--- src/rtl/oll_pkg.sv ---
package oll_pkg;

  // Default sizes of the list
  localparam int unsigned DEF_CAPACITY   = 64;
  localparam int unsigned DEF_VALUE_BITS = 32;

  // Request modes
  typedef enum logic [2:0] {
    MODE_READ,
    MODE_CONTAINS,
    MODE_INSERT,
    MODE_APPEND,
    MODE_REMOVE_AT,
    MODE_REMOVE_FIRST,
    MODE_REMOVE_LAST,
    MODE_REMOVE_VALUE
  } mode_t;

  // Result status codes
  typedef enum logic [1:0] {
    STATUS_OK,
    STATUS_RANGE,
    STATUS_EMPTY,
    STATUS_FULL
  } status_t;

  // Operation broadcast to every cell of the chain
  typedef enum logic [1:0] {
    CELL_HOLD,
    CELL_INSERT,
    CELL_REMOVE
  } cell_op_t;

  // Controller states
  typedef enum logic {
    FSM_IDLE,
    FSM_SCAN
  } fsm_state_t;

  // Flags carried by the search probe from cell to cell
  typedef struct packed {
    logic valid;
    logic found;
  } probe_flag_t;

endpackage

--- src/rtl/oll_cell.sv ---
module oll_cell import oll_pkg::*; #(
  parameter int unsigned VALUE_BITS = DEF_VALUE_BITS,
  parameter int unsigned CNT_W      = 7,
  parameter int unsigned IDX_W      = 6,
  parameter int unsigned INDEX      = 0
) (
  input  logic                  clk,
  input  logic                  rst,
  input  cell_op_t              op,
  input  logic [CNT_W-1:0]      cmd_pos,
  input  logic [VALUE_BITS-1:0] cmd_val,
  input  logic [VALUE_BITS-1:0] left_val,
  input  logic [VALUE_BITS-1:0] right_val,
  input  logic [CNT_W-1:0]      count,
  input  logic [VALUE_BITS-1:0] scan_key,
  input  logic [CNT_W-1:0]      scan_pos,
  input  probe_flag_t           probe_in,
  input  logic [IDX_W-1:0]      hit_in,
  input  logic [VALUE_BITS-1:0] data_in,
  output probe_flag_t           probe_out,
  output logic [IDX_W-1:0]      hit_out,
  output logic [VALUE_BITS-1:0] data_out,
  output logic [VALUE_BITS-1:0] value
);

  localparam logic [CNT_W-1:0] MY_POS = CNT_W'(INDEX);
  localparam logic [IDX_W-1:0] MY_IDX = IDX_W'(INDEX);

  logic [VALUE_BITS-1:0] value_next;
  logic                  live;
  logic                  hit_here;

  // Shift towards the tail on insert, towards the head on remove
  always_comb begin
    value_next = value;
    unique case (op)
      CELL_HOLD: begin
        value_next = value;
      end
      CELL_INSERT: begin
        if (MY_POS == cmd_pos) begin
          value_next = cmd_val;
        end else if (MY_POS > cmd_pos) begin
          value_next = left_val;
        end
      end
      CELL_REMOVE: begin
        if (MY_POS >= cmd_pos) begin
          value_next = right_val;
        end
      end
      default: begin
        value_next = value;
      end
    endcase
  end

  always_ff @(posedge clk) begin
    value <= value_next;
  end

  // Compare against the key only while this entry holds an element
  assign live     = MY_POS < count;
  assign hit_here = probe_in.valid && live && (value == scan_key);

  // Advance the probe one cell
  always_ff @(posedge clk) begin
    if (rst) begin
      probe_out <= '0;
    end else begin
      probe_out.valid <= probe_in.valid;
      probe_out.found <= probe_in.found || hit_here;
    end
  end

  // Keep the first match; pick up the element at the read position
  always_ff @(posedge clk) begin
    hit_out  <= probe_in.found ? hit_in : MY_IDX;
    data_out <= (MY_POS == scan_pos) ? value : data_in;
  end

endmodule

--- config.mk ---
export PLATFORM = sky130hd
export DESIGN_NAME = oll_cell
export DESIGN_NICKNAME = d
export VERILOG_FILES = /design/src/rtl/oll_pkg.sv /design/src/rtl/oll_cell.sv
export SDC_FILE = /design/constraint.sdc
export NUM_CORES = 1
export LEC_CHECK = 0
export ABC_AREA = 1
export BUFFER_PORTS_ARGS = -buffer_cell sky130_fd_sc_hd__buf_4
export CAP_MARGIN = 20
export CORE_AREA = 2 2 103 105
export CTS_CLUSTER_SIZE = 20
export DETAILED_ROUTE_END_ITERATION = 8
export DIE_AREA = 0 0 105 107
export PLACE_DENSITY = 0.78
export REMOVE_ABC_BUFFERS = 1
export SLEW_MARGIN = 20
export SYNTH_ARGS = -nofsm -noshare
export SYNTH_HDL_FRONTEND = slang
export SYNTH_SLANG_ARGS = --single-unit
export TNS_END_PERCENT = 10
--- constraint.sdc ---
create_clock -name clk -period 4.1 [get_ports clk]
set_input_delay 0.82 -clock clk [delete_from_list [all_inputs] [get_ports clk]]
set_output_delay 0.82 -clock clk [all_outputs]
set_load 0.02 [all_outputs]
* Word-level counts from Yosys, hierarchy flattened
Cells that the tools add are included.
W data, S select, Z words.
** Word-level totals
- Output and inout bits :: 72
- ROM bits :: 0
- RAM bits :: 0
- Memories kept :: 0
- Input bits :: 193
- Logic and storage cells :: 25
- Bits in registers :: 72
- Bits in latches :: 0
** Operators by class
- $add $sub $neg :: 0
- Reduce and logical (&&, ||, !) cells :: 7
- Bitwise operators :: 0
- Equality and inequality tests :: 5
- Multipliers :: 0
- Shift-type cells :: 0
- Multiplexer cells :: 5
- Div/mod/pow operators :: 0
- $lt $le $gt $ge :: 3
** Operators with widths (number)
- $mux W32 :: 4
- $pmux W32 S2 :: 1
- $eq A32 B32 Y1 :: 1
- $logic_not A7 Y1 :: 2
- $ge A1 B7 Y1 const A :: 1
- $gt A1 B7 Y1 const A :: 1
- $lt A1 B7 Y1 const A :: 1
- $ne A3 B3 Y1 const B :: 1
- $reduce_and A3 Y1 :: 1
- $eq A2 B1 Y1 const B :: 1
- $eq A2 B2 Y1 const B :: 1
- $logic_and A1 B1 Y1 :: 2
- $ne A2 B2 Y1 const B :: 1
- $reduce_bool A2 Y1 :: 1
- $logic_or A1 B1 Y1 :: 1

* Depth between registers and ports, before layout
- Depth after elaboration :: 4
- Mapped depth :: 10

* Worst setup path after synthesis
Ideal clock, no wire load.
- Path kind :: input-to-reg
- Start point :: input cmd_pos[5]
- End point :: register value[0], enable pin
- Buffers on the path :: 1
- Path slack :: 0.476 ns
- Data arrival time :: 3.192 ns
- Required time :: 3.668 ns
- Setup time :: 0.432 ns
- Stages on the path :: 5
- Cell sequence :: or3_4 nor2_4 inv_2 buf_6 a21oi_1
** On the way
- Word-level cells in the longest chain between the ends :: 3
- Elaborated cells on any way between the ends :: 6
- Classes of those cells :: order compare: 2; eq/ne: 2; reduce/logical: 2
** Ends and longest elaborated chain
- start: declaration :: RTL line oll_cell.sv:10 : input logic [CNT_W-1:0] cmd_pos,
- $gt A1 B7 Y1, or another cell as far along :: RTL line oll_cell.sv:43 : end else if (MY_POS > cmd_pos) begin
- $ne A3 B3 Y1 (no source line) / $ne A2 B2 Y1 (equally long branches)
- $reduce_and A3 Y1 (no source line) *
- end signal: assignment :: RTL line oll_cell.sv:59 : value <= value_next;
- end: declaration :: RTL line oll_cell.sv:23 : output logic [VALUE_BITS-1:0] value
Mark *: on every way between the ends. The rest lies on a longest branch, timed or not.
A chain may end at the register's enable or synchronous reset.

* Worst setup path in the final report
- Start point :: input cmd_pos[5]
- End point :: register value[29], enable pin
The elaborated chain is that of the path after synthesis.

==> flow_summary.yaml <==
critical_path:
  path_max_fanout: 33
  end_kind: "flop"
  critPathSlowestCell: "a21oi_4"
  crit_top_cell: "buf_4"
  crit_path_max_incr_delay_ns: 0.66
  cp_cell_sequence: "buf_4, or3_4, nor2_4, inv_2, a21oi_4, buf_4"
  critPathKind: "in -> reg"
  critPathRequiredTime_ns: 4.14
  arrival_ns: 2.66
  critPathLaunchType: "input port"
  rr_worst_depth: 7
routing:
  vias: 3950
  final_antenna_net_count: 0
  first_iter_violations: 208
  drt-total-wl_mm: 11.4
  dr.pass1.iters: 5
  drc: 0
  wl_per_cell_um: 13.1
  via_per_inst: 4.54
finish:
  n_antenna_cell: 0
  nets: 923
  final_util_pct: 57.6
  areaGrowthSynthToFinish_pct: 64.5
  final_layout_size_suffix_gt1_share_pct: 39.2
clocking:
  insertion_delay_ns: 0.35
  post_cts_buffers: 0
  numCtsBuffers: 9
  cts_root_buf: "clkbuf_8"
  htreeDepth: 3
  hold_buffers: 0
  cts_resized: 0
  cts_buffer_depth: 2
  path_clk_slew_ns: 0.08
  cts_tree: "built"
  clkSinkCount: 72
power:
  vdd_drop_max_mv: 0.162
  p_leak_nw: 3.01
  power.total_mw: 1.70
  powerDensity_nw_per_um2: 293
job:
  cap_viol_max_count: 0
sta:
  finalClockSkew_ns: 0.0131
  finalMaxSlewViolations: 0
  worst_pin_slew_ns: 0.729
  min_period_over_period_pct: 64.0
  fin_crit_ns: 2.62
  relSlewSlack_pct: 51.3
  finalHoldViolCount: 0
  timing.hold.ws_ns: 0.542
  fmax_mhz: 381
  final.setup.tns_ns: 0
  setup_viol: 0
  rsz0062_at_grt: "false"
synth:
  ys_ff_latch: 72
  synth_top_area_cell: "edfxtp_1"
  ys.flop_type: "dfxtp_1"
  synth_edf_count: 32
  syn_avg_cell_area_um2: 7.49
  seq_area_frac_synth_pct: 49.8
  synth-async-reset-ratio_pct: 0
  syn_area_um2: 3540
  yosys_warnings: 0
  synth_top_area_share_pct: 27.2
  synthTopCellsByArea: "edfxtp_1, dfxtp_1, nand2_1"
  synth_cell_types: 25
  synth_cells: 472
placed_design:
  gp_congestion: 0.879
  io_buffers: 264
  place_hpwl_mm: 9.00
die:
  core_area_um2: 10100
  pin_count: 265
  die_area_um2: 11200
  die_w_um: 105
  start_util_pct: 35.0
  die_h_um: 107
  num_rows: 37
grt:
  grt_pass1_vias: 3739
  antenna_found_initial: 0
  grt_max_degree: 65
  gr-total-overflow: 0
  grt_use_total_pct: 19.6
  grt_pass1_wl_mm: 17.2
worst_hold_path:
  hold_depth: 2
  hp-class: "reg -> reg"
run_status:
  status: "finished, final reports clean"
-- per-stage QoR --
stage,std cells,setup slack (ns),instance area (um2)
global placement,855,1.15,5590
floorplan,452,0.107,3400
CTS,871,1.43,5820
finish,871,1.48,5820
detailed placement,855,1.06,5590
global route,871,1.32,5820
-- cell usage after synthesis, types with 4 or more instances --
library cell and count:
nor2_1 72, xnor2_1 7, inv_1 67, a21oi_1 26, buf_6 6, edfxtp_1 32
dfxtp_1 40, o21ai_0 13, nand3_1 4, a31oi_1 32, nand2_1 146, buf_2 7
clkbuf_1 4
-- layout by cell type, fill, tap and decap left out --
master and n:
xnor2_1 7, clkbuf_16 3, nor2_1 72, o21ai_0 13, nand4_1 1, or2_2 1, clkinv_2 1, nor2_4 1
nor3_1 2, a21oi_4 1, and2_4 1, inv_2 1, inv_1 67, nor4_1 1, nand2_1 146, clkinv_4 1
a31oi_1 32, buf_4 267, dfxtp_1 40, clkbuf_1 1, o22ai_1 2, nand3_1 4, xor2_1 2, or3_4 1
edfxtp_1 32, a21oi_1 25, clkbuf_8 10
-- where the power goes --
group	total [mW]	internal [mW]	switching, mW
logic	0.301	0.180	0.121
clock network	0.620	0.348	0.272
registers	0.781	0.774	0.00686
total	1.70	1.30	0.401
-- state kept, by name (all words and copies together) (netlist names) --
register / count
data_out: 32
value: 32
hit_out: 6
probe_out: 2
-- area by class of cell --
cell class	count	area (um2)
repair buffers	267	2000
clock buffers	14	216
multi-input cells	312	1400
flip-flops and latches	72	1760
fillers	930	4270
clock inverters	2	13.8
well taps	136	170
inverters	68	255
-- metal layers --
metal / share of wire, % / vias up / track usage, %
met1: 38 / 1742 / 21.3
met2: 52 / 187 / 35.9
met3: 8.5 / 20 / 5.17
li1: - / 2001 / -
met5: 0 / - / 0
met4: 2.2 / 0 / 8.10
-- critical path: cells and delay by family --
family                 cells  cell delay [ns]
buffers and inverters      3             0.69
and+or+nand+nor            2             0.48
AOI/OAI and AO/OA          1             0.66
-- logic make-up after synthesis --
group / Yosys count / share of synthesized area, %
flip-flops: 72 / 49.8
buffers and inverters: 88 / 11.1
AO/OA/AOI/OAI: 73 / 11.5
XOR/XNOR: 9 / 2.23
AND/OR/NAND/NOR: 230 / 25.3
-- worst paths after layout --
kind                    from  slack [ns]            to
hold reg to reg    value[30]        0.54  data_out[30]
setup reg to reg   value[16]        2.61  probe_out[0]
setup / recovery  cmd_pos[5]        1.48     value[29]
hold / removal     value[30]        0.54  data_out[30]
Power figures use the tool's default switching activity.
