--- config.mk ---
export PLATFORM = sky130hd
export DESIGN_NAME = oll_ctrl
export DESIGN_NICKNAME = d
export VERILOG_FILES = /design/src/rtl/oll_pkg.sv /design/src/rtl/oll_ctrl.sv
export SDC_FILE = /design/constraint.sdc
export NUM_CORES = 1
export LEC_CHECK = 0
export BUFFER_PORTS_ARGS = -buffer_cell sky130_fd_sc_hd__buf_2
export CORE_ASPECT_RATIO = 0.7
export CORE_UTILIZATION = 40
export DETAILED_ROUTE_END_ITERATION = 10
export PLACE_DENSITY = 0.71
export REMOVE_ABC_BUFFERS = 1
export SLEW_MARGIN = 15
export SYNTH_ARGS = -nofsm -noshare
export SYNTH_HDL_FRONTEND = slang
export SYNTH_SLANG_ARGS = --single-unit
export TNS_END_PERCENT = 20
--- constraint.sdc ---
create_clock -name clk -period 8 [get_ports clk]
set_input_delay 0.8 -clock clk [delete_from_list [all_inputs] [get_ports clk]]
set_output_delay 0.8 -clock clk [all_outputs]
set_load 0.005 [all_outputs]
--- src/rtl/oll_pkg.sv ---
package oll_pkg;

  // Default sizes of the list
  localparam int unsigned DEF_CAPACITY   = 64;
  localparam int unsigned DEF_VALUE_BITS = 32;

  // Request modes
  typedef enum logic [2:0] {
    MODE_READ,
    MODE_CONTAINS,
    MODE_INSERT,
    MODE_APPEND,
    MODE_REMOVE_AT,
    MODE_REMOVE_FIRST,
    MODE_REMOVE_LAST,
    MODE_REMOVE_VALUE
  } mode_t;

  // Result status codes
  typedef enum logic [1:0] {
    STATUS_OK,
    STATUS_RANGE,
    STATUS_EMPTY,
    STATUS_FULL
  } status_t;

  // Operation broadcast to every cell of the chain
  typedef enum logic [1:0] {
    CELL_HOLD,
    CELL_INSERT,
    CELL_REMOVE
  } cell_op_t;

  // Controller states
  typedef enum logic {
    FSM_IDLE,
    FSM_SCAN
  } fsm_state_t;

  // Flags carried by the search probe from cell to cell
  typedef struct packed {
    logic valid;
    logic found;
  } probe_flag_t;

endpackage

--- src/rtl/oll_ctrl.sv ---
module oll_ctrl import oll_pkg::*; #(
  parameter int unsigned CAPACITY   = DEF_CAPACITY,
  parameter int unsigned VALUE_BITS = DEF_VALUE_BITS,
  parameter int unsigned CNT_W      = 7,
  parameter int unsigned IDX_W      = 6
) (
  input  logic                  clk,
  input  logic                  rst,
  input  logic                  start,
  input  logic [2:0]            mode,
  input  logic [CNT_W-1:0]      position,
  input  logic [VALUE_BITS-1:0] item_value,
  output logic                  busy,
  output logic                  done,
  output logic [VALUE_BITS-1:0] read_value,
  output logic                  found,
  output logic [1:0]            status,
  output logic [CNT_W-1:0]      length,
  output cell_op_t              cell_op,
  output logic [CNT_W-1:0]      cmd_pos,
  output logic [VALUE_BITS-1:0] cmd_val,
  output logic [VALUE_BITS-1:0] scan_key,
  output logic [CNT_W-1:0]      scan_pos,
  output probe_flag_t           probe_launch,
  output logic [CNT_W-1:0]      count,
  input  probe_flag_t           last_probe,
  input  logic [IDX_W-1:0]      last_hit,
  input  logic [VALUE_BITS-1:0] last_data
);

  localparam logic [CNT_W-1:0] CAP_COUNT = CNT_W'(CAPACITY);
  localparam logic [CNT_W-1:0] ONE       = CNT_W'(1);

  fsm_state_t            state;
  fsm_state_t            state_next;
  logic [CNT_W-1:0]      count_next;
  mode_t                 req_mode;
  mode_t                 mode_reg;
  logic [CNT_W-1:0]      pos_reg;
  logic [VALUE_BITS-1:0] key_reg;
  logic [VALUE_BITS-1:0] rd_reg;
  logic                  found_reg;
  status_t               status_reg;
  logic                  accept;
  logic                  scan_end;
  logic                  launch;
  logic                  res_valid;
  logic [VALUE_BITS-1:0] res_data;
  logic                  res_found;
  status_t               res_status;

  assign req_mode = mode_t'(mode);
  assign busy     = (state != FSM_IDLE);
  assign accept   = start && !busy;
  assign scan_end = (state == FSM_SCAN) && last_probe.valid;

  assign probe_launch.valid = launch;
  assign probe_launch.found = 1'b0;

  // Next state
  always_comb begin
    state_next = state;
    unique case (state)
      FSM_IDLE: begin
        if (launch) begin
          state_next = FSM_SCAN;
        end
      end
      FSM_SCAN: begin
        if (last_probe.valid) begin
          state_next = FSM_IDLE;
        end
      end
      default: begin
        state_next = FSM_IDLE;
      end
    endcase
  end

  // Decode the request, drive the cell chain and form the result
  always_comb begin
    cell_op    = CELL_HOLD;
    cmd_pos    = '0;
    cmd_val    = item_value;
    scan_key   = key_reg;
    scan_pos   = pos_reg;
    launch     = 1'b0;
    res_valid  = 1'b0;
    res_data   = '0;
    res_found  = 1'b0;
    res_status = STATUS_OK;
    count_next = count;
    unique case (state)
      FSM_IDLE: begin
        scan_key = item_value;
        scan_pos = position;
        if (start) begin
          unique case (req_mode)
            MODE_READ: begin
              if (position < count) begin
                launch = 1'b1;
              end else begin
                res_valid  = 1'b1;
                res_status = STATUS_RANGE;
              end
            end
            MODE_CONTAINS, MODE_REMOVE_VALUE: begin
              launch = 1'b1;
            end
            MODE_INSERT: begin
              res_valid = 1'b1;
              priority if (position > count) begin
                res_status = STATUS_RANGE;
              end else if (count >= CAP_COUNT) begin
                res_status = STATUS_FULL;
              end else begin
                cell_op    = CELL_INSERT;
                cmd_pos    = position;
                count_next = count + ONE;
              end
            end
            MODE_APPEND: begin
              res_valid = 1'b1;
              if (count >= CAP_COUNT) begin
                res_status = STATUS_FULL;
              end else begin
                cell_op    = CELL_INSERT;
                cmd_pos    = count;
                count_next = count + ONE;
              end
            end
            MODE_REMOVE_AT: begin
              res_valid = 1'b1;
              if (position < count) begin
                cell_op    = CELL_REMOVE;
                cmd_pos    = position;
                count_next = count - ONE;
              end else begin
                res_status = STATUS_RANGE;
              end
            end
            MODE_REMOVE_FIRST: begin
              res_valid = 1'b1;
              if (count == '0) begin
                res_status = STATUS_EMPTY;
              end else begin
                cell_op    = CELL_REMOVE;
                cmd_pos    = '0;
                count_next = count - ONE;
              end
            end
            MODE_REMOVE_LAST: begin
              res_valid = 1'b1;
              if (count == '0) begin
                res_status = STATUS_EMPTY;
              end else begin
                cell_op    = CELL_REMOVE;
                cmd_pos    = count - ONE;
                count_next = count - ONE;
              end
            end
            default: begin
              res_valid = 1'b0;
            end
          endcase
        end
      end
      FSM_SCAN: begin
        cmd_val = key_reg;
        if (last_probe.valid) begin
          res_valid = 1'b1;
          unique case (mode_reg)
            MODE_READ: begin
              res_data = last_data;
            end
            MODE_REMOVE_VALUE: begin
              res_found = last_probe.found;
              if (last_probe.found) begin
                cell_op    = CELL_REMOVE;
                cmd_pos    = CNT_W'(last_hit);
                count_next = count - ONE;
              end
            end
            default: begin
              res_found = last_probe.found;
            end
          endcase
        end
      end
      default: begin
        res_valid = 1'b0;
      end
    endcase
  end

  // Control registers
  always_ff @(posedge clk) begin
    if (rst) begin
      state <= FSM_IDLE;
      count <= '0;
      done  <= 1'b0;
    end else begin
      state <= state_next;
      count <= count_next;
      done  <= res_valid;
    end
  end

  // Hold the request during a scan; capture the result
  always_ff @(posedge clk) begin
    if (accept) begin
      mode_reg <= req_mode;
      pos_reg  <= position;
      key_reg  <= item_value;
    end
    if (res_valid) begin
      rd_reg     <= res_data;
      found_reg  <= res_found;
      status_reg <= res_status;
    end
  end

  assign read_value = rd_reg;
  assign found      = found_reg;
  assign status     = status_reg;
  assign length     = count;

  a_count_bound: assert property (@(posedge clk) disable iff (rst)
    count <= CAP_COUNT)
    else $error("element count above capacity");

  a_probe_in_scan: assert property (@(posedge clk) disable iff (rst)
    last_probe.valid |-> state == FSM_SCAN)
    else $error("probe left the chain outside a scan");

  a_done_cause: assert property (@(posedge clk) disable iff (rst)
    done |-> $past(accept || scan_end))
    else $error("result strobe without a request behind it");

  a_count_step: assert property (@(posedge clk) disable iff (rst)
    count != $past(count) |->
      (count == $past(count) + ONE) || (count == $past(count) - ONE))
    else $error("element count moved by more than one");

endmodule

# Word-level counts from Yosys, hierarchy flattened
# Index checks and enable logic that the tools add are counted.
word_totals:
  out_inout_bits: 133
  inputBits: 85
  reg_bits: 86
  elab_cells: 96
classes:
  n_addsub: 2
  eq_ne: 16
  n_reduce_logical: 13
  bitwise: 3
  n_lt_le_gt_ge: 3
  muxes: 50
op_table:
  columns: ["cell", "count"]
  rows:
  - ["$mux W7", 15]
  - ["$pmux W7 S4", 2]
  - ["$mux W32", 1]
  - ["$pmux W7 S2", 2]
  - ["$mux W2", 9]
  - ["$mux W6", 3]
  - ["$pmux W2 S4", 2]
  - ["$eq A3 B3 Y1 const B", 5]
  - ["$mux W1", 11]
  - ["$ne A3 B3 Y1 const B", 3]
  - ["$pmux W1 S2", 4]
  - ["$reduce_and A8 Y1", 1]
  - ["$reduce_or A2 Y1", 4]
  - ["$add A7 B1 Y7 const B", 1]
  - ["$ge A7 B7 Y1 const B", 1]
  - ["$gt A7 B7 Y1", 1]
  - ["$logic_not A7 Y1", 1]
  - ["$lt A7 B7 Y1", 1]
  - ["$sub A7 B1 Y7 const B", 1]
  - ["$eq A3 B2 Y1 const B", 2]
  - ["$logic_not A3 Y1", 2]
  - ["$ne A2 B2 Y1 const B", 3]
  - ["$ne A5 B2 Y1 const B", 1]
  - ["$reduce_or A5 Y1", 1]
  - ["other kinds (8)", 10]

# Logic depth before layout (Yosys ltp)
# Gate-level depths: netlist of the first run.
depth:
  depth_word: 7
  ltp_mapped: 9
  ltp_nobuf: 7

# Worst setup path before layout of the first run
# No wires, ideal clock.
synth_path:
  kind: "input port to flip-flop"
  startpoint: "input position[6]"
  endpoint: "register found_reg, in the netlist found, enable pin"
  n_path_buf: 0
  slack_ps: 3171
  arrival_time_ps: 4353
  setup_ps: 476
  required_time_ps: 7524
  path_stages: 6
  path_cell_list: "ha_1 > nand4_1 > a21oi_1 > o21bai_1 > a21o_1 > o21ai_0"
synth_between:
  elab_chain_cells: 5
synth_rtl:
  columns: ["item", "line", "source"]
  rows:
  - ["start, declared", "oll_ctrl.sv:11", "input logic [CNT_W-1:0] position,"]
  - ["$lt A7 B7 Y1", "oll_ctrl.sv:100", "if (position < count) begin"]
  - ["$mux W1", "oll_ctrl.sv:100", null]
  - ["$pmux W1 S2", "oll_ctrl.sv:98", "unique case (req_mode)"]
  - ["$mux W1", "oll_ctrl.sv:97", "if (start) begin"]
  - ["$pmux W1 S2", "oll_ctrl.sv:93", "unique case (state)"]
  - ["named net res_valid", "oll_ctrl.sv:47", "logic res_valid;"]
  - ["end signal, assigned", "oll_ctrl.sv:218", "found_reg <= res_found;"]
  - ["end, declared", "oll_ctrl.sv:42", "logic found_reg;"]
# The timed path passes the listed nets, and every way through them passes these cells.
# A chain may end at the register's enable or synchronous reset.

# Worst setup path after layout of the first run
layout_path:
  startpoint: "register count[6]"
  endpoint: "output cmd_pos[5]"
layout_between:
  elab_chain_cells: 6
  word_cells_on_any_way: 12
  cone_classes: "3 x order compare; 8 x mux; 1 x reduce/logical"
layout_rtl:
  columns: ["item", "line", "source"]
  rows:
  - ["start, declared", "oll_ctrl.sv:25", "output logic [CNT_W-1:0] count,"]
  - ["start signal, assigned", "oll_ctrl.sv:204", "count <= count_next;"]
  - ["$ge A7 B7 Y1", "oll_ctrl.sv:114, oll_ctrl.sv:124", null]
  - ["$mux W7", "oll_ctrl.sv:114", "end else if (count >= CAP_COUNT) begin"]
  - ["$mux W7", "oll_ctrl.sv:112", "priority if (position > count) begin"]
  - ["$pmux W7 S4 (*)", "oll_ctrl.sv:98", null]
  - ["$mux W7 (*)", "oll_ctrl.sv:97", null]
  - ["$pmux W7 S2 (*)", "oll_ctrl.sv:93", null]
  - ["end, declared", "oll_ctrl.sv:20", "output logic [CNT_W-1:0] cmd_pos,"]
# Every way passes the cells marked *; elsewhere a longest branch is shown, timed or not.

==> impl_metrics.json, run 1 <==
{
  "status": "completed",
  "finalInstanceArea_um2": 5790,
  "synth-compound-area-share": 0.105,
  "tightestPinTransition_ns": 1.07,
  "cts_setup_buffers": 0,
  "design.die.area_um2": 11900,
  "p_leak_nw": 2.47,
  "synthCells": 378,
  "overflow": 0,
  "fp.dieH_um": 91.6,
  "antenna_found_initial": 0,
  "synth_area_per_cell_um2": 12.1,
  "clk_pin_slew_ns": 0.07,
  "start_util": 0.414,
  "core_area_um2": 11100,
  "dp.final_hpwl_um": 7760,
  "clockBufferDepth": 2,
  "irDropWorstVdd_mv": 0.105,
  "synthArstFlopShare": 0,
  "insertion_delay_ns": 0.34,
  "rsz0062_at_grt": "false",
  "ys_seq_area_frac": 0.543,
  "max_freq_mhz": 287,
  "setup_viol": 0,
  "htreeDepth": 3,
  "drc": 0,
  "placed_area_um2": 5480,
  "first_pass_iters": 4,
  "netlist.area_leader.share": 0.504,
  "yosysTopAreaCell": "edfxtp_1",
  "ant_nets": 0,
  "nNetsFinal": 644,
  "synth_top_family_by_area": "simple AND/OR/NAND/NOR gates",
  "final_core_util": 0.522,
  "grt_pass1_vias": 3123,
  "skew_ns": 0.00498,
  "cap_viol_max_count": 0,
  "fillCellCount": 1018,
  "cts_sinks": 86,
  "ys_types": 57,
  "yosys.area_share.simple": 0.126,
  "postCtsHoldBufs": 0,
  "tritoncts": "built",
  "detail_route.vias_per_cell": 4.97,
  "synth_edf_count": 77,
  "cp_slowest_cell": "dfxtp_1",
  "critPathLaunchType": "flop",
  "path_max_fanout": 8,
  "crit_family": "compound AO/OA/AOI/OAI gates",
  "syn_to_final_growth_pct": 26.0,
  "powerDensity_nw_per_um2": 201,
  "synth_mux_area_frac": 0.0951,
  "crit_buf_inv": 2,
  "ys_top_cells_by_count": "edfxtp_1, buf_4, mux2_2",
  "multi_input_area_um2": 1650,
  "synth_area_um2": 4590,
  "slew_viol_final": 0,
  "synth.most_common_cell": "edfxtp_1",
  "maxSlewHeadroom": 0.282,
  "drt_iter0_markers": 204,
  "post-route-period-util": 0.435,
  "std_cell_rows": 32,
  "holdWs_ns": 0.585,
  "cts_resized": 0,
  "fin_setup_tns_ns": 0,
  "worstPathRequired_ns": 7.20,
  "yosys_warnings": 0,
  "yosys-top-cells-area": "edfxtp_1, mux2_2, buf_4, and2_1, dfxtp_1",
  "synthAdderAreaFrac": 0.0273,
  "synth_xor_area_frac": 0.00382,
  "regArea_um2": 2490,
  "place_inst": 691,
  "min_path_type": "reg -> reg",
  "path_cells": "inv_1 > ha_1 > nand4_1 > a21oi_1 > a211oi_1 > o21a_1 > a221o_1 > buf_2",
  "ios": 218,
  "period_minus_slack_ns": 3.48,
  "grt_pass1_wl_um": 15500,
  "tritoncts.num_buffers": 9,
  "hold_viol": 0,
  "arrival_ns": 2.68,
  "drive_above_1_share": 0.511,
  "ys_ff_latch": 86,
  "slowest_delay_ns": 0.47,
  "numPortBuffers": 216,
  "num_vias": 3515,
  "critPathKind": "reg -> out",
  "grt_use_total": 0.172,
  "gp_congestion": 0.771,
  "synth_ff_type": "edfxtp_1",
  "routed_wl_um": 10300,
  "root_buffer": "clkbuf_16",
  "chipWidth_um": 130,
  "end_kind": "output port",
  "fin_cells": 707,
  "grt_start_max_net_pins": 51,
  "wl_per_cell_um": 14.6,
  "diodes": 0
}
-- kinds of logic (layout without fill, tap and decap cells) --
| family | after synthesis | after routing |
|---|---|---|
| flops | 86 | 86 |
| xor+xnor | 2 | 2 |
| simple gates | 100 | 100 |
| mux | 39 | 39 |
| other cells | 1 | 1 |
| compound gates | 70 | 70 |
| fa+ha+maj | 10 | 10 |
| buf+inv | 70 | 246 |
-- stage by stage --
stage / power (W) / setup slack (ns)
global route: 0.00122 / 4.28
detailed placement: 0.000759 / 4.54
CTS: 0.00117 / 4.52
global placement: 0.000754 / 4.61
finish: 0.00116 / 4.52
floorplan: 0.000658 / 3.17
-- area by class of cell --
| type | instances | area share |
|---|---|---|
| Clock buffer | 9 | 0.0389 |
| Clock inverter | 7 | 0.0132 |
| Inverter | 11 | 0.00714 |
| Multi-Input combinational cell | 222 | 0.286 |
| Sequential cell | 86 | 0.431 |
| Tap cell | 153 | 0.0331 |
| Timing Repair Buffer | 219 | 0.191 |
-- worst register-to-register path, stage by stage (launching register included) --
cell	delay (ns)
dfxtp_1	0.47
inv_1	0.17
ha_1	0.35
nand4_1	0.20
a21oi_1	0.28
o21bai_1	0.23
a21o_1	0.28
o21ai_4	0.84
-- worst paths after layout --
path	to	slack (ns)	cells past startpoint	startpoint
worst max-delay path	cmd_pos[5]	4.52	8	count[6]$_SDFFE_PP0P_
worst min-delay path	count[6]$_SDFFE_PP0P_	0.59	2	count[6]$_SDFFE_PP0P_
worst max register to register	read_value[31]$_SDFFCE_PN0P_	4.80	7	count[6]$_SDFFE_PP0P_
worst min register to register	count[6]$_SDFFE_PP0P_	0.59	2	count[6]$_SDFFE_PP0P_
-- where the power goes --
part	total [W]	switching, W	internal, W
combinational	0.000206	0.000110	0.0000960
sequential	0.000542	0.0000161	0.000526
clock	0.000412	0.000190	0.000222
-- placed cells by master (no fill, tap or decap), drive strengths merged, types with 2 or more instances in the layout --
| master | n |
|---|---|
| o221ai | 2 |
| a2bb2oi | 2 |
| nor3b | 3 |
| nor3 | 7 |
| o31ai | 6 |
| nand4 | 2 |
| or3 | 4 |
| o21bai | 2 |
| a32oi | 2 |
| o22ai | 2 |
| a21o | 3 |
| clkbuf | 9 |
| mux2i | 2 |
| and3 | 3 |
| clkinv | 4 |
| o21ai | 13 |
| nor2 | 15 |
| dfxtp | 9 |
| or2 | 3 |
| a221o | 5 |
| a31oi | 2 |
| inv | 14 |
| nand2b | 2 |
| edfxtp | 77 |
| nand3b | 2 |
| buf | 219 |
| and2 | 34 |
| a21oi | 21 |
| ha | 10 |
| nand3 | 10 |
| or4 | 5 |
| mux2 | 37 |
| nand2 | 7 |
-- metal layers --
layer  vias to the layer above  share of wire  routed length, um  track usage
li1                       1722              -                  -            -
met1                      1618           0.46               4720        0.228
met2                       159           0.45               4630        0.271
met3                        16          0.077                788       0.0432
met4                         0          0.016                161       0.0601
met5                         -              0                  0            0
(Power assumes the default switching activity.)
==> inputs of run 2 (changes only) <==
==> constraint.sdc (replaced) <==
create_clock -name clk -period 3.4 [get_ports clk]
set_input_delay 0.34 -clock clk [delete_from_list [all_inputs] [get_ports clk]]
set_output_delay 0.34 -clock clk [all_outputs]
set_load 0.005 [all_outputs]
==> impl_metrics.json, run 2 (same netlist as run 1, synthesis figures left out) <==
{
  "status": "completed",
  "worstPathRequired_ns": 3.06,
  "core_area_um2": 11100,
  "grt_use_total": 0.183,
  "design.die.area_um2": 11900,
  "postCtsHoldBufs": 0,
  "grt_pass1_vias": 3287,
  "cts_sinks": 86,
  "setup_viol": 0,
  "clockBufferDepth": 2,
  "syn_to_final_growth_pct": 26.1,
  "num_vias": 3576,
  "antenna_found_initial": 0,
  "drive_above_1_share": 0.513,
  "post-route-period-util": 0.882,
  "r2r_slack_ns": 0.68,
  "start_util": 0.414,
  "p_leak_nw": 2.47,
  "critPathLaunchType": "flop",
  "slew_viol_final": 0,
  "clk_pin_slew_ns": 0.07,
  "min_path_type": "in -> reg",
  "routed_wl_um": 11000,
  "nNetsFinal": 646,
  "detail_route.vias_per_cell": 5.04,
  "rsz0062_at_grt": "false",
  "ant_nets": 0,
  "cts_resized": 0,
  "end_kind": "output port",
  "overflow": 0,
  "diodes": 0,
  "path_max_fanout": 8,
  "numPortBuffers": 216,
  "ios": 218,
  "r2r-end": "read_value[13]$_SDFFCE_PN0P_",
  "cp-startpoint": "count[6]$_SDFFE_PP0P_",
  "max_freq_mhz": 333,
  "drc": 0,
  "hold_viol": 0,
  "grt_pass1_wl_um": 16700,
  "critPathKind": "reg -> out",
  "layout_common_cells": "buf_2, edfxtp_1, mux2_2",
  "tritoncts": "built",
  "insertion_delay_ns": 0.34,
  "gp_congestion": 0.885,
  "place_ws_ns": 0.729,
  "std_cell_rows": 32,
  "rr_worst_depth": 8,
  "fp.dieH_um": 91.6,
  "period_minus_slack_ns": 3.00,
  "first_pass_iters": 4,
  "cap_viol_max_count": 0,
  "irDropWorstVdd_mv": 0.286,
  "skew_ns": 0.00985,
  "endpoint": "cmd_pos[0]",
  "wl_per_cell_um": 15.6,
  "cts_setup_buffers": 0,
  "worstReg2RegStart": "count[6]$_SDFFE_PP0P_",
  "root_buffer": "clkbuf_16",
  "drt_iter0_markers": 227,
  "powerDensity_nw_per_um2": 472,
  "arrival_ns": 2.66,
  "grt_start_max_net_pins": 43,
  "tritoncts.num_buffers": 9,
  "layout_commonest_cell": "buf_2",
  "tightestPinTransition_ns": 0.898,
  "dp.final_hpwl_um": 8300,
  "timing.final.ws_setup_ns": 0.400,
  "htreeDepth": 3,
  "final_core_util": 0.522,
  "maxSlewHeadroom": 0.402,
  "chipWidth_um": 130
}
==> run 2: final cells by class <==
cell class | instances | area (um2)
Tap cell | 153 | 191
Multi-Input combinational cell | 222 | 1650
Clock inverter | 7 | 63.8
Timing Repair Buffer | 221 | 1120
Inverter | 11 | 41.3
Clock buffer | 9 | 225
Sequential cell | 86 | 2490
Fill cell | 999 | 5300
==> run 2: metrics by stage <==
step | hold WS [ns] | area (um2) | setup TNS, ns | std cells | power, W
6_report | 0.189 | 5790 | 0 | 709 | 0.00273
5_1_grt | 0.173 | 5790 | 0 | 709 | 0.00286
4_1_cts | 0.175 | 5790 | 0 | 709 | 0.00276
3_5_place_dp | 0.532 | 5500 | 0 | 693 | 0.00179
3_3_place_gp | 0.529 | 5500 | 0 | 693 | 0.00178
2_1_floorplan | 0.409 | 4180 | -42.94 | 319 | 0.00155
==> run 2: worst max-delay path, stage by stage (launching register included) <==
cell and delay [ns]:
dfxtp_1 0.45, inv_1 0.16, ha_1 0.35, nand4_1 0.20, a21oi_1 0.30, a211oi_1 0.11, o21a_1 0.26, a221o_1 0.37
buf_2 0.13
==> run 2: power breakdown <==
part | switching, W | total (W) | internal, W
registers | 0.0000421 | 0.00128 | 0.00124
clock network | 0.000445 | 0.000959 | 0.000513
logic | 0.000264 | 0.000494 | 0.000229
==> run 2: how the worst min path moves through the flow <==
| stage | startpoint | endpoint | slack, ns | cells past startpoint |
|---|---|---|---|---|
| after global placement | item_value[22] | key_reg[22]$_DFFE_PP_ | 0.53 | 1 |
| after floorplan | rst | count[0]$_SDFFE_PP0P_ | 0.41 | 1 |
| after CTS | item_value[28] | key_reg[28]$_DFFE_PP_ | 0.18 | 1 |
| final | item_value[18] | key_reg[18]$_DFFE_PP_ | 0.19 | 1 |
| after detailed placement | item_value[28] | key_reg[28]$_DFFE_PP_ | 0.53 | 1 |
| after global routing | item_value[17] | key_reg[17]$_DFFE_PP_ | 0.17 | 1 |
==> run 2: layer usage <==
| metal | GRT usage | share of wire | vias up |
|---|---|---|---|
| met5 | 0 | 0 | - |
| met4 | 0.0484 | 0.012 | 0 |
| met3 | 0.0502 | 0.082 | 12 |
| met2 | 0.286 | 0.46 | 182 |
| met1 | 0.249 | 0.45 | 1665 |
| li1 | - | - | 1717 |
